## src/sv/sct_pkg.sv

```systemverilog
// Shared types, constants and the Schmitt detector for the scope capture trigger unit.
// Used by the channel interfaces, the store, the control block and the top level.
package sct_pkg;

    localparam int DEPTH    = 512;
    localparam int ADDR_W   = $clog2(DEPTH);
    localparam int COUNT_W  = ADDR_W + 1;
    localparam int SAMPLE_W = 16;
    localparam int TICK_W   = 16;
    localparam int CFG_W    = 16;
    localparam int CFG_IDX_W = 3;

    localparam logic [TICK_W-1:0]  TICK_MAX  = {TICK_W{1'b1}};
    localparam logic [COUNT_W-1:0] COUNT_FULL = COUNT_W'(DEPTH);

    typedef logic [CFG_IDX_W-1:0] t_cfg_index;

    localparam t_cfg_index CFG_LISSAJOUS    = 3'd0;
    localparam t_cfg_index CFG_DECIMATION   = 3'd1;
    localparam t_cfg_index CFG_HOLDOFF      = 3'd2;
    localparam t_cfg_index CFG_TRIGGER_LOW  = 3'd3;
    localparam t_cfg_index CFG_TRIGGER_HIGH = 3'd4;

    typedef enum logic [2:0] {
        LVL_UNKNOWN = 3'b001,
        LVL_LOW     = 3'b010,
        LVL_HIGH    = 3'b100
    } t_level;

    typedef enum logic {
        OP_TICK = 1'b0,
        OP_READ = 1'b1
    } t_op;

    typedef struct packed {
        t_op                        operation;
        logic signed [SAMPLE_W-1:0] x_sample;
        logic signed [SAMPLE_W-1:0] y_sample;
        logic signed [SAMPLE_W-1:0] trig_sample;
        logic                       trig_connected;
        logic                       mode_button;
        logic [ADDR_W-1:0]          read_index;
    } t_in_item;

    typedef struct packed {
        logic signed [SAMPLE_W-1:0] read_x;
        logic signed [SAMPLE_W-1:0] read_y;
        logic [COUNT_W-1:0]         write_position;
        logic                       waiting_for_trigger;
        logic                       external_mode;
        logic                       rearmed;
    } t_out_item;

    typedef struct packed {
        logic                       en;
        logic [ADDR_W-1:0]          addr;
        logic signed [SAMPLE_W-1:0] x;
        logic signed [SAMPLE_W-1:0] y;
    } t_store_wr;

    typedef struct packed {
        t_level level;
        logic   rise;
    } t_schmitt_res;

    function automatic t_schmitt_res schmitt(
        input t_level                     st,
        input logic signed [SAMPLE_W-1:0] v,
        input logic signed [SAMPLE_W-1:0] lo,
        input logic signed [SAMPLE_W-1:0] hi
    );
        t_schmitt_res r;
        r.level = st;
        r.rise  = 1'b0;
        unique case (st)
            LVL_LOW: begin
                if (v >= hi) begin
                    r.level = LVL_HIGH;
                    r.rise  = 1'b1;
                end
            end
            LVL_HIGH: begin
                if (v <= lo) begin
                    r.level = LVL_LOW;
                end
            end
            default: begin
                if (v >= hi) begin
                    r.level = LVL_HIGH;
                end else if (v <= lo) begin
                    r.level = LVL_LOW;
                end
            end
        endcase
        return r;
    endfunction

endpackage

```

## src/sv/sct_ctrl.sv

```systemverilog
// Capture control: configuration registers, decimation and wait counters, the trigger
// and button detectors, and the result for the item held in the input register.
// Depends on sct_pkg.
module sct_ctrl (
    input  logic                                i_clk,
    input  logic                                i_rst_n,
    input  logic                                i_cfg_we,
    input  sct_pkg::t_cfg_index                 i_cfg_index,
    input  logic [sct_pkg::CFG_W-1:0]           i_cfg_data,
    input  sct_pkg::t_in_item                   i_item,
    input  logic                                i_commit,
    input  logic signed [sct_pkg::SAMPLE_W-1:0] i_rd_x,
    input  logic signed [sct_pkg::SAMPLE_W-1:0] i_rd_y,
    output sct_pkg::t_store_wr                  o_wr,
    output sct_pkg::t_out_item                  o_result
);

    logic                                r_lissajous;
    logic [sct_pkg::TICK_W-1:0]          r_period;
    logic [sct_pkg::TICK_W-1:0]          r_holdoff;
    logic signed [sct_pkg::SAMPLE_W-1:0] r_trig_low;
    logic signed [sct_pkg::SAMPLE_W-1:0] r_trig_high;

    logic [sct_pkg::COUNT_W-1:0] r_count, n_count;
    logic [sct_pkg::TICK_W-1:0]  r_tick, n_tick;
    sct_pkg::t_level             r_trig, n_trig;
    sct_pkg::t_level             r_btn, n_btn;
    logic                        r_ext, n_ext;

    logic                                store_now;
    logic                                rearm;
    logic [sct_pkg::TICK_W-1:0]          tick_inc;
    logic signed [sct_pkg::SAMPLE_W-1:0] gate;
    sct_pkg::t_level                     trig_from;
    sct_pkg::t_schmitt_res               btn_res;
    sct_pkg::t_schmitt_res               trig_res;

    always_ff @(posedge i_clk) begin
        if (!i_rst_n) begin
            r_lissajous <= 1'b1;
            r_period    <= 16'd3;
            r_holdoff   <= 16'd4410;
            r_trig_low  <= 16'sd0;
            r_trig_high <= 16'sd2048;
        end else if (i_cfg_we) begin
            unique case (i_cfg_index)
                sct_pkg::CFG_LISSAJOUS:    r_lissajous <= i_cfg_data[0];
                sct_pkg::CFG_DECIMATION:   r_period    <= i_cfg_data;
                sct_pkg::CFG_HOLDOFF:      r_holdoff   <= i_cfg_data;
                sct_pkg::CFG_TRIGGER_LOW:  r_trig_low  <= $signed(i_cfg_data);
                sct_pkg::CFG_TRIGGER_HIGH: r_trig_high <= $signed(i_cfg_data);
                default: begin
                end
            endcase
        end
    end

    always_comb begin
        n_count   = r_count;
        n_tick    = r_tick;
        n_trig    = r_trig;
        n_btn     = r_btn;
        n_ext     = r_ext;
        store_now = 1'b0;
        rearm     = 1'b0;
        tick_inc  = r_tick;
        trig_from = r_trig;
        gate      = i_item.x_sample;
        btn_res   = sct_pkg::schmitt(r_btn,
                                     $signed({{(sct_pkg::SAMPLE_W-1){1'b0}}, i_item.mode_button}),
                                     16'sd0, 16'sd1);
        trig_res  = sct_pkg::schmitt(r_trig, gate, r_trig_low, r_trig_high);

        if (i_item.operation == sct_pkg::OP_TICK) begin
            n_btn = btn_res.level;
            if (btn_res.rise) begin
                n_ext = ~r_ext;
            end

            if (r_count < sct_pkg::COUNT_FULL) begin
                if (r_tick >= r_period) begin
                    store_now = 1'b1;
                    n_tick    = '0;
                    n_count   = r_count + 1'b1;
                end else begin
                    n_tick = r_tick + 1'b1;
                end
            end

            if (n_count == sct_pkg::COUNT_FULL) begin
                if (r_lissajous || (n_ext && !i_item.trig_connected)) begin
                    rearm = 1'b1;
                end else begin
                    trig_from = (n_tick == '0) ? sct_pkg::LVL_UNKNOWN : r_trig;
                    tick_inc  = (n_tick != sct_pkg::TICK_MAX) ? n_tick + 1'b1 : n_tick;
                    n_tick    = tick_inc;
                    gate      = n_ext ? i_item.trig_sample : i_item.x_sample;
                    trig_res  = sct_pkg::schmitt(trig_from, gate, r_trig_low, r_trig_high);
                    n_trig    = trig_res.level;
                    rearm     = trig_res.rise || (tick_inc >= r_holdoff);
                end
                if (rearm) begin
                    n_count = '0;
                    n_tick  = '0;
                end
            end
        end
    end

    always_ff @(posedge i_clk) begin
        if (!i_rst_n) begin
            r_count <= '0;
            r_tick  <= '0;
            r_trig  <= sct_pkg::LVL_UNKNOWN;
            r_btn   <= sct_pkg::LVL_UNKNOWN;
            r_ext   <= 1'b0;
        end else if (i_commit) begin
            r_count <= n_count;
            r_tick  <= n_tick;
            r_trig  <= n_trig;
            r_btn   <= n_btn;
            r_ext   <= n_ext;
        end
    end

    always_comb begin
        o_wr.en   = store_now && i_commit;
        o_wr.addr = r_count[sct_pkg::ADDR_W-1:0];
        o_wr.x    = i_item.x_sample;
        o_wr.y    = i_item.y_sample;
    end

    always_comb begin
        if (i_item.operation == sct_pkg::OP_READ) begin
            o_result.read_x = i_rd_x;
            o_result.read_y = i_rd_y;
        end else begin
            o_result.read_x = '0;
            o_result.read_y = '0;
        end
        o_result.write_position      = n_count;
        o_result.waiting_for_trigger = (n_count == sct_pkg::COUNT_FULL);
        o_result.external_mode       = n_ext;
        o_result.rearmed             = rearm;
    end

endmodule

```

## config.mk

```make
export PLATFORM = sky130hd
export DESIGN_NAME = sct_ctrl
export DESIGN_NICKNAME = d
export VERILOG_FILES = /design/src/sv/sct_pkg.sv /design/src/sv/sct_ctrl.sv
export SDC_FILE = /design/constraint.sdc
export NUM_CORES = 1
export LEC_CHECK = 0
export ABC_AREA = 0
export BUFFER_PORTS_ARGS = -buffer_cell sky130_fd_sc_hd__buf_2
export CORE_MARGIN = 4
export CORE_UTILIZATION = 59
export DETAILED_ROUTE_END_ITERATION = 10
export GPL_TIMING_DRIVEN = 0
export PLACE_DENSITY_LB_ADDON = 0.05
export SYNTH_ARGS = -nofsm -noshare
export SYNTH_HDL_FRONTEND = slang
export SYNTH_SLANG_ARGS = --single-unit
```

## constraint.sdc

```tcl
create_clock -name i_clk -period 11 [get_ports i_clk]
set_input_delay 1.1 -clock i_clk [delete_from_list [all_inputs] [get_ports i_clk]]
set_output_delay 1.1 -clock i_clk [all_outputs]
set_load 0.01 [all_outputs]
```

==> results.yml, run 1 <==
run_status:
  outcome: "finished, final reports clean"
route:
  initialDrtViolationCount: 725
  drtPass1Iterations: 5
  ant_nets: 0
  routedWlPerCell_um: 17.7
  wirelength_um: 24800
  detailroute.via_count: 8094
  post_drt_via_cell_ratio: 5.78
  met3_routed_wl_um: 2250
  top_signal_layer_used: "met4"
  met2RoutedLength_um: 11700
  post-route-drc-count: 0
  met1_length_um: 10000
cts:
  worstSkewPairLatency_ns: 0.36
  cts.path.max_buffers: 2
  htree_levels: 3
  clkSlewWorstSetupHoldPaths_ns: 0.06
  cts_inserted_buffers: 9
  post-cts-setup-buffers: 0
  clockRootBuffer: "sky130_fd_sc_hd__clkbuf_16"
  cts_hold_buffers: 0
  numClockSinks: 98
  cts_resized: 0
  tritoncts_clock_tree: "built"
yosys:
  synthTopCellsByCount: "sky130_fd_sc_hd__nand2_1, sky130_fd_sc_hd__dfxtp_1, sky130_fd_sc_hd__a21oi_1"
  netlist_instances: 1039
  synth_largest_area_cell: "sky130_fd_sc_hd__dfxtp_1"
  number_of_warnings_reported_in_the_yosys_synthesis_log: 0
  ys_async_sr_fraction_pct: 0
  yosysMostFrequentCell: "sky130_fd_sc_hd__nand2_1"
  synth.top_cell.area_share_pct: 24.9
  postSynth.topFlopCell: "sky130_fd_sc_hd__dfxtp_1"
  yosysUniqueCellTypes: 87
  ys_seq_elements: 98
  nets_in_the_synthesized_netlist: 1222
  synth.yosys.seq_area_share_pct: 24.9
  synth_area_leaders: "sky130_fd_sc_hd__dfxtp_1, sky130_fd_sc_hd__ha_1, sky130_fd_sc_hd__nand2_1"
  mappedNetlistArea_mm2: 0.00789
  synth_enable_flop_cells: 0
  synthesis.area_per_instance_um2: 7.59
power:
  p_switching_uw: 303
  power_density_mw_per_mm2: 100
  internal_power_uw: 625
  clkPwrFrac_pct: 32.8
  combinationalPowerShare_pct: 27.0
  switching_share_pct: 32.6
  power_leakage_uw: 0.00396
  finalPower_uw: 928
  portion_of_total_power_attributed_to_sequential_cells_pct: 40.3
  worst_ir_drop_vdd_mv: 0.121
grt:
  grt_pass1_vias: 7305
  wire_length_of_the_first_global_routing_pass_um: 37600
  grt_max_degree: 17
  grt_antenna_before_repair: 0
  grt.total_usage_pct: 31.6
  grt_remaining_overflow: 0
timing:
  timing_max_transition_violations_final: 0
  achievable-frequency_mhz: 130
  fin_skew_ns: 0.00773
  finalWorstPathRequiredPeriod_ns: 7.69
  grt_setup_unrepaired: "false"
  report.final.setup_viol: 0
  period_share_pct: 69.9
  hold_viol: 0
  relSlewSlack_pct: 16.2
  transition_time_of_the_tightest_slew_check_pin_ns: 1.25
  totalNegativeSetupSlack_ns: 0
critical_path:
  critical_path_class: "flip-flop to output port"
  reg2reg_depth: 25
  setup.worst_path.start_class: "flip-flop"
  r2r-start: "r_tick[0]"
  critical_path.max_stage_delay_ns: 0.51
  crit_cells: 25
  required_ns: 9.90
  critPathCaptureType: "output port"
  timing.critical_path.fanout_max: 10
  r2r-end: "r_tick[13]"
  worst-r2r-setup-slack_ns: 4.44
  cpLargestDelayFamily: "compound AO/OA/AOI/OAI gates"
  cp.buffers_inverters: 3
  critical-path-slowest-cell: "sky130_fd_sc_hd__dfxtp_1"
  worst-endpoint-arrival_ns: 6.59
cells_and_area:
  synthToLayoutAreaGrowth_pct: 17.3
  final_nets: 1407
  drive_above_1_share_pct: 24.5
  finish.instance_area_mm2: 0.00925
  count_of_antenna_diodes_in_the_layout: 0
  fillerInstances: 1118
  regArea_mm2: 0.00196
  utilization_pct: 71.8
  multi_input_comb_area_mm2: 0.00506
min_path:
  min_path_type: "flip-flop to flip-flop"
  hold_path_depth: 2
  hold-path-endpoint: "r_btn[2]"
  hold_path.startpoint: "r_btn[2]"
floorplan:
  die_h_um: 124
  core-area_mm2: 0.0129
  ios: 202
  die_x_um: 124
  effective_utilization_at_floorplan_pct: 61.2
  design.die.area_mm2: 0.0153
  placementRows: 41
flow_run:
  max-cap-violations: 0
place:
  hpwlAfterDp_um: 19900
  detailed_place.area_mm2: 0.00897
  gpl.final_weighted_congestion: 0.969
  buffer_ports.inserted: 174
registers in the layout (all words and copies together) (netlist names):
name,flops
r_lissajous,1
r_holdoff,16
r_trig_low,16
r_count,10
r_btn,3
r_tick,16
r_ext,1
r_trig_high,16
r_period,16
r_trig,3
final cells by class:
type | instances | area share [%]
buffer | 102 | 6.37
clock buffer | 11 | 2.62
clock inverter | 5 | 0.406
inverter | 73 | 2.96
multi-input combinational | 766 | 54.7
sequential | 98 | 21.2
tap | 172 | 2.33
timing repair buffer | 174 | 9.41
logic make-up after synthesis:
logic type               after synthesis  synth area share [%]
XOR/XNOR                              35                  4.13
AO/OA/AOI/OAI                        221                  17.7
multiplexers                          23                  3.19
buffers and inverters                175                  10.9
AND/OR/NAND/NOR                      419                  28.4
adder cells (fa/ha/maj)               68                  10.8
flip-flops                            98                  24.9
per-stage QoR:
stage | worst slack (ns) | hold WS (ns) | instances
detailed placement | 3.94 | 0.443 | 1385
CTS | 3.45 | 0.452 | 1401
global placement | 3.88 | 0.430 | 1385
finish | 3.31 | 0.453 | 1401
global route | 2.75 | 0.475 | 1401
floorplan | 5.18 | 0.416 | 1039
per-layer routing:
layer / vias to the layer above / GRT usage, %
li1: 3962 / -
met1: 3696 / 40.7
met2: 385 / 53.2
met3: 51 / 5.54
met4: 0 / 11.2
met5: - / 0
cell usage in the layout (no fill, tap or decap), types with 16 or more instances in the layout:
cell,netlist,routed
sky130_fd_sc_hd__a21oi_1,96,96
sky130_fd_sc_hd__and2_1,38,38
sky130_fd_sc_hd__buf_2,12,186
sky130_fd_sc_hd__buf_4,49,49
sky130_fd_sc_hd__clkbuf_1,40,41
sky130_fd_sc_hd__dfxtp_1,98,98
sky130_fd_sc_hd__ha_1,68,68
sky130_fd_sc_hd__inv_1,72,72
sky130_fd_sc_hd__mux2_2,16,16
sky130_fd_sc_hd__nand2_1,167,167
sky130_fd_sc_hd__nand3_1,19,19
sky130_fd_sc_hd__nand4_1,17,17
sky130_fd_sc_hd__nor2_1,51,51
sky130_fd_sc_hd__nor3_1,21,21
sky130_fd_sc_hd__o21ai_0,34,34
sky130_fd_sc_hd__xnor2_1,16,16
sky130_fd_sc_hd__xor2_1,18,18
worst max-delay path by stage:
stage,start,to
after detailed placement,r_tick[0],o_result[2]
final,r_tick[0],o_result[2]
after floorplan,r_tick[13],o_result[2]
after global placement,r_tick[0],o_result[2]
after CTS,r_tick[0],o_result[2]
after global routing,r_tick[0],o_result[2]
power by group through the flow:
stage               Combinational [µW]  Sequential (µW)  Clock (µW)
floorplan                          161              378           0
global placement                   240              381           0
detailed placement                 246              382           0
CTS                                247              373         306
global route                       275              375         322
finish                             250              374         304
worst min-delay path, delay by kind of cell (launching register included):
| kind | cells | cell delay (ns) |
|---|---|---|
| flip-flops | 1 | 0.31 |
| AND/OR/NAND/NOR | 1 | 0.05 |
| AO/OA/AOI/OAI | 1 | 0.05 |
Power figures use the tool's default switching activity.
==> run 2: changes to the inputs <==
--- a/config.mk
+++ b/config.mk
@@ -5,10 +5,10 @@
 export SDC_FILE = /design/constraint.sdc
 export NUM_CORES = 1
 export LEC_CHECK = 0
-export ABC_AREA = 0
+export ABC_AREA = 1
 export BUFFER_PORTS_ARGS = -buffer_cell sky130_fd_sc_hd__buf_2
 export CORE_MARGIN = 4
-export CORE_UTILIZATION = 59
+export CORE_UTILIZATION = 54
 export DETAILED_ROUTE_END_ITERATION = 10
 export GPL_TIMING_DRIVEN = 0
 export PLACE_DENSITY_LB_ADDON = 0.05
==> constraint.sdc (replaced) <==
create_clock -name i_clk -period 7.7 [get_ports i_clk]
set_input_delay 0.77 -clock i_clk [delete_from_list [all_inputs] [get_ports i_clk]]
set_output_delay 0.77 -clock i_clk [all_outputs]
set_load 0.01 [all_outputs]
==> run 2 against run 1 <==
Compared with the run above:
- non-clock buffer count decreased by 17
- sequential power rose by 45%
- synthesized area down 1.6%
- critical endpoint unchanged
- combinational power increased by 69%
- wire length decreased by 13%
- first-iteration DRC count is 21% lower
- count of clock-buffer cells in the layout shrank 1
- synthesized cell count is 13% higher
==> results.yml, run 2 <==
floorplan:
  ios: 202
  design.die.area_mm2: 0.0163
  die_x_um: 128
  core-area_mm2: 0.0140
  die_h_um: 128
  placementRows: 43
  effective_utilization_at_floorplan_pct: 55.4
place:
  dp_worst_setup_slack_ns: 1.89
  gpl.final_weighted_congestion: 0.955
  number_of_instances_in_the_placed_design: 1527
  hpwlAfterDp_um: 17800
  buffer_ports.inserted: 174
yosys:
  synthesis.area_per_instance_um2: 6.61
  synth_enable_flop_cells: 0
  ys_async_sr_fraction_pct: 0
  number_of_warnings_reported_in_the_yosys_synthesis_log: 0
  netlist_instances: 1173
  synth.top_cell.area_share_pct: 25.3
  synthTopCellsByCount: "sky130_fd_sc_hd__nand2_1, sky130_fd_sc_hd__inv_1, sky130_fd_sc_hd__a21oi_1"
  synth_area_leaders: "sky130_fd_sc_hd__dfxtp_1, sky130_fd_sc_hd__nand2_1, sky130_fd_sc_hd__ha_1"
  synth_largest_area_cell: "sky130_fd_sc_hd__dfxtp_1"
  nets_in_the_synthesized_netlist: 1356
  yosysUniqueCellTypes: 45
  postSynth.topFlopCell: "sky130_fd_sc_hd__dfxtp_1"
  mappedNetlistArea_mm2: 0.00776
  yosysMostFrequentCell: "sky130_fd_sc_hd__nand2_1"
  ys_seq_elements: 98
  synth.yosys.seq_area_share_pct: 25.3
timing:
  totalNegativeSetupSlack_ns: 0
  hold_viol: 0
  period_share_pct: 82.2
  grt_setup_unrepaired: "false"
  finalWorstPathRequiredPeriod_ns: 6.33
  achievable-frequency_mhz: 158
  fin_worst_hold_slack_ns: 0.460
  transition_time_of_the_tightest_slew_check_pin_ns: 0.584
  fin_skew_ns: 0.00786
  relSlewSlack_pct: 61.1
  postLayoutSetupSlackWorst_ns: 1.37
  timing_max_transition_violations_final: 0
  report.final.setup_viol: 0
power:
  portion_of_total_power_attributed_to_sequential_cells_pct: 37.8
  power_leakage_uw: 0.00488
  p_switching_uw: 491
  clkPwrFrac_pct: 32.8
  combinationalPowerShare_pct: 29.4
  internal_power_uw: 944
  power_density_mw_per_mm2: 157
  switching_share_pct: 34.2
  worst_ir_drop_vdd_mv: 0.112
cells_and_area:
  fillerInstances: 1395
  synthToLayoutAreaGrowth_pct: 18.0
  layout.cells.non_filler: 1543
  regArea_mm2: 0.00196
  layout_common_cells: "sky130_fd_sc_hd__nand2_1, sky130_fd_sc_hd__inv_1, sky130_fd_sc_hd__buf_2"
  count_of_antenna_diodes_in_the_layout: 0
  drive_above_1_share_pct: 23.2
  multi_input_comb_area_mm2: 0.00450
  most_common_cell_after_layout_fill_and_taps_aside: "sky130_fd_sc_hd__nand2_1"
  final_nets: 1541
min_path:
  min_path_type: "flip-flop to flip-flop"
  hold_path_depth: 2
cts:
  cts_inserted_buffers: 9
  cts.path.max_buffers: 2
  numClockSinks: 98
  cts_hold_buffers: 0
  htree_levels: 3
  worstSkewPairLatency_ns: 0.35
  tritoncts_clock_tree: "built"
  cts_resized: 0
  post-cts-setup-buffers: 0
  clockRootBuffer: "sky130_fd_sc_hd__clkbuf_16"
  clkSlewWorstSetupHoldPaths_ns: 0.07
flow_run:
  max-cap-violations: 0
grt:
  wire_length_of_the_first_global_routing_pass_um: 34500
  grt_max_degree: 18
  grt.total_usage_pct: 26.0
  grt_pass1_vias: 7311
  grt_antenna_before_repair: 0
  grt_remaining_overflow: 0
critical_path:
  critical-path-top-cell-by-count: "sky130_fd_sc_hd__nand2_1"
  required_ns: 6.93
  reg2reg_depth: 40
  critPathCaptureType: "output port"
  worst-endpoint-arrival_ns: 5.56
  setup.worst_path.start_class: "flip-flop"
  critical-path-slowest-cell: "sky130_fd_sc_hd__dfxtp_1"
  timing.critical_path.fanout_max: 10
  critical_path.max_stage_delay_ns: 0.49
  critical_path_class: "flip-flop to output port"
run_status:
  outcome: "finished, final reports clean"
route:
  initialDrtViolationCount: 576
  routedWlPerCell_um: 14.0
  detailroute.via_count: 7944
  ant_nets: 0
  drtPass1Iterations: 7
  wirelength_um: 21500
  post-route-drc-count: 0
  post_drt_via_cell_ratio: 5.15
==> run 2: changes by cell type after synthesis, moves of 16 or more <==
cell                      before  now
sky130_fd_sc_hd__o21ai_0      34  104
sky130_fd_sc_hd__nand2_2       1   21
sky130_fd_sc_hd__mux2_2       16    0
sky130_fd_sc_hd__inv_1        72  188
sky130_fd_sc_hd__and2_1       38    0
sky130_fd_sc_hd__nand2_1     167  271
==> run 2: stage by stage <==
step           utilization, %  total power [µW]  cell area [µm²]
2_1_floorplan               -               840             7760
3_3_place_gp             63.3               963             8850
3_5_place_dp             63.3               971             8850
4_1_cts                  65.4              1440             9160
5_1_grt                  65.4              1520             9160
6_report                 65.4              1440             9160
==> run 2: worst paths after layout <==
path                                    start       endpoint  slack [ns]
worst max register to register      r_tick[3]     r_tick[10]        2.37
worst max-delay path                r_tick[3]    o_result[2]        1.37
worst min-delay path            r_trig_low[0]  r_trig_low[0]        0.46
worst min register to register  r_trig_low[0]  r_trig_low[0]        0.46
==> run 2: routing by layer <==
metal | vias to the layer above | track usage [%] | wire length (µm)
li1 | 4077 | - | -
met1 | 3511 | 34.7 | 9550
met2 | 314 | 43.3 | 9890
met3 | 42 | 3.62 | 1600
met4 | 0 | 8.24 | 504
met5 | - | 0 | 0
==> run 2: cell type report <==
class | count | area share, %
clock inverters | 6 | 0.806
well taps | 180 | 2.46
plain buffers | 85 | 5.86
clock buffers | 10 | 2.50
multi-input cells | 790 | 49.2
inverters | 200 | 8.25
repair buffers | 174 | 9.51
flip-flops and latches | 98 | 21.4
==> run 2: critical path: cells and delay by family (launching register included) <==
family / cells / cell delay (ns)
buffers and inverters: 3 / 0.25
flip-flops: 1 / 0.49
AO/OA/AOI/OAI: 2 / 0.72
adder cells (fa/ha/maj): 3 / 0.83
AND/OR/NAND/NOR: 32 / 2.91
==> run 2: power groups by stage <==
stage	sequential [µW]	clock [µW]	combinational [µW]
3_5_place_dp	555	0	417
3_3_place_gp	554	0	409
6_report	543	470	422
2_1_floorplan	550	0	290
4_1_cts	543	477	421
5_1_grt	545	498	475
==> run 2: logic make-up after synthesis <==
| logic type | share of synthesized area, % |
|---|---|
| compound gates | 17.9 |
| xor+xnor | 2.92 |
| fa+ha+maj | 11.0 |
| buf+inv | 16.7 |
| flops | 25.3 |
| mux | 0.258 |
| simple gates | 26.0 |
==> run 3: changes to the inputs <==
==> constraint.sdc (replaced) <==
create_clock -name i_clk -period 6.6 [get_ports i_clk]
set_input_delay 0.66 -clock i_clk [delete_from_list [all_inputs] [get_ports i_clk]]
set_output_delay 0.66 -clock i_clk [all_outputs]
set_load 0.01 [all_outputs]
==> run 3 against run 2 <==
Compared with the run above:
- flip-flop and latch count unchanged
- critical path depth increased by 1
- sequential power is 17% higher
- via count hardly changed
- wire length grew 0.34%
- largest power group unchanged
- core utilization is essentially flat
- worst setup slack lost 0.85 ns
- non-clock buffer count did not move
- count of clock-buffer cells in the layout unchanged
==> results.yml, run 3 (synthesized netlist as in run 2, its figures left out) <==
route:
  ant_nets: 0
  post_drt_via_cell_ratio: 5.14
  drtPass1Iterations: 5
  detailroute.via_count: 7937
  routedWlPerCell_um: 14.0
  initialDrtViolationCount: 544
  wirelength_um: 21600
  post-route-drc-count: 0
floorplan:
  ios: 202
  placementRows: 43
  design.die.area_mm2: 0.0163
  die_x_um: 128
  core-area_mm2: 0.0140
  effective_utilization_at_floorplan_pct: 55.4
  die_h_um: 128
place:
  gpl.final_weighted_congestion: 0.955
  buffer_ports.inserted: 174
  detailed_place.area_mm2: 0.00885
  hpwlAfterDp_um: 17800
  dp_worst_setup_slack_ns: 0.905
timing:
  grt_setup_unrepaired: "false"
  timing_max_transition_violations_final: 0
  transition_time_of_the_tightest_slew_check_pin_ns: 0.581
  fin_worst_hold_slack_ns: 0.460
  relSlewSlack_pct: 61.2
  postLayoutSetupSlackWorst_ns: 0.519
  report.final.setup_viol: 0
  finalWorstPathRequiredPeriod_ns: 6.08
  achievable-frequency_mhz: 164
  period_share_pct: 92.1
  hold_viol: 0
  fin_skew_ns: 0.0111
  totalNegativeSetupSlack_ns: 0
power:
  worst_ir_drop_vdd_mv: 0.130
  power_leakage_uw: 0.00488
  finalPower_uw: 1680
  power_density_mw_per_mm2: 183
cells_and_area:
  drive_above_1_share_pct: 23.3
  synthToLayoutAreaGrowth_pct: 18.1
  final_nets: 1541
  most_common_cell_after_layout_fill_and_taps_aside: "sky130_fd_sc_hd__nand2_1"
  finish.instance_area_mm2: 0.00916
  layout_common_cells: "sky130_fd_sc_hd__nand2_1, sky130_fd_sc_hd__inv_1, sky130_fd_sc_hd__buf_2"
  count_of_antenna_diodes_in_the_layout: 0
cts:
  cts_inserted_buffers: 9
  numClockSinks: 98
  clockRootBuffer: "sky130_fd_sc_hd__clkbuf_16"
  cts_hold_buffers: 0
  clkSlewWorstSetupHoldPaths_ns: 0.08
  tritoncts_clock_tree: "built"
  cts.path.max_buffers: 2
  htree_levels: 3
  worstSkewPairLatency_ns: 0.35
grt:
  grt_remaining_overflow: 0
  grt_pass1_vias: 7311
  grt_antenna_before_repair: 0
  grt_max_degree: 18
  wire_length_of_the_first_global_routing_pass_um: 34500
  grt.total_usage_pct: 26.0
critical_path:
  crit_start: "r_tick[0]"
  critical_path_class: "flip-flop to output port"
  worst-endpoint-arrival_ns: 5.42
  setup.worst_path.start_class: "flip-flop"
  critical-path-top-cell-by-count: "sky130_fd_sc_hd__nand2_1"
  critical-path-slowest-cell: "sky130_fd_sc_hd__dfxtp_1"
  required_ns: 5.94
  r2r-start: "r_tick[0]"
  critical_path.max_stage_delay_ns: 0.44
  worst-r2r-setup-slack_ns: 1.41
  critPathCaptureType: "output port"
  timing.critical_path.fanout_max: 10
min_path:
  hold_path.startpoint: "r_trig_low[0]"
  min_path_type: "flip-flop to flip-flop"
run_status:
  outcome: "finished, final reports clean"
flow_run:
  max-cap-violations: 0
==> run 3: critical path: cells and delay by family, from the launching register on <==
family / cells / cell delay (ns)
and+or+nand+nor: 32 / 2.84
buffers and inverters: 4 / 0.36
AOI/OAI and AO/OA: 2 / 0.62
DFF: 1 / 0.44
adders and majority gates: 3 / 0.80
==> run 3: path summary, 6_finish.rpt <==
kind                                      end  cells past startpoint
worst max-delay path              o_result[2]                     41
worst min register to register  r_trig_low[0]                      2
worst max register to register     r_tick[10]                     41
worst min-delay path            r_trig_low[0]                      2
==> run 3: what timing repair did <==
item | 4_1_cts | 5_1_grt
gates resized for setup | 0 | 1
endpoints found under the setup margin | 0 | 3
buffers inserted | 0 | 0
hold endpoints to repair | 0 | 0
==> run 3: final cells by class <==
cell class              count  area (µm²)
inverters                 200         756
well taps                 180         225
plain buffers              85         537
clock inverters             6        73.8
fillers                  1395        4830
flip-flops and latches     98        1960
repair buffers            174         871
clock buffers              10         229
multi-input cells         790        4510
==> run 3: report_power, final <==
group | internal, µW | switching, µW
combinational | 186 | 306
clock | 301 | 249
sequential | 615 | 18.7
==> run 3: metrics by stage <==
stage / instances / util, %
after floorplan: 1173 / -
after global placement: 1527 / 63.3
after detailed placement: 1527 / 63.3
after CTS: 1543 / 65.4
after global routing: 1543 / 65.5
final: 1543 / 65.5
==> run 3: routing by layer <==
| layer | vias up | wire length [µm] | GRT usage [%] |
|---|---|---|---|
| li1 | 4071 | - | - |
| met5 | - | 0 | 0 |
| met2 | 283 | 10000 | 43.3 |
| met4 | 0 | 411 | 8.24 |
| met3 | 36 | 1620 | 3.62 |
| met1 | 3547 | 9580 | 34.7 |
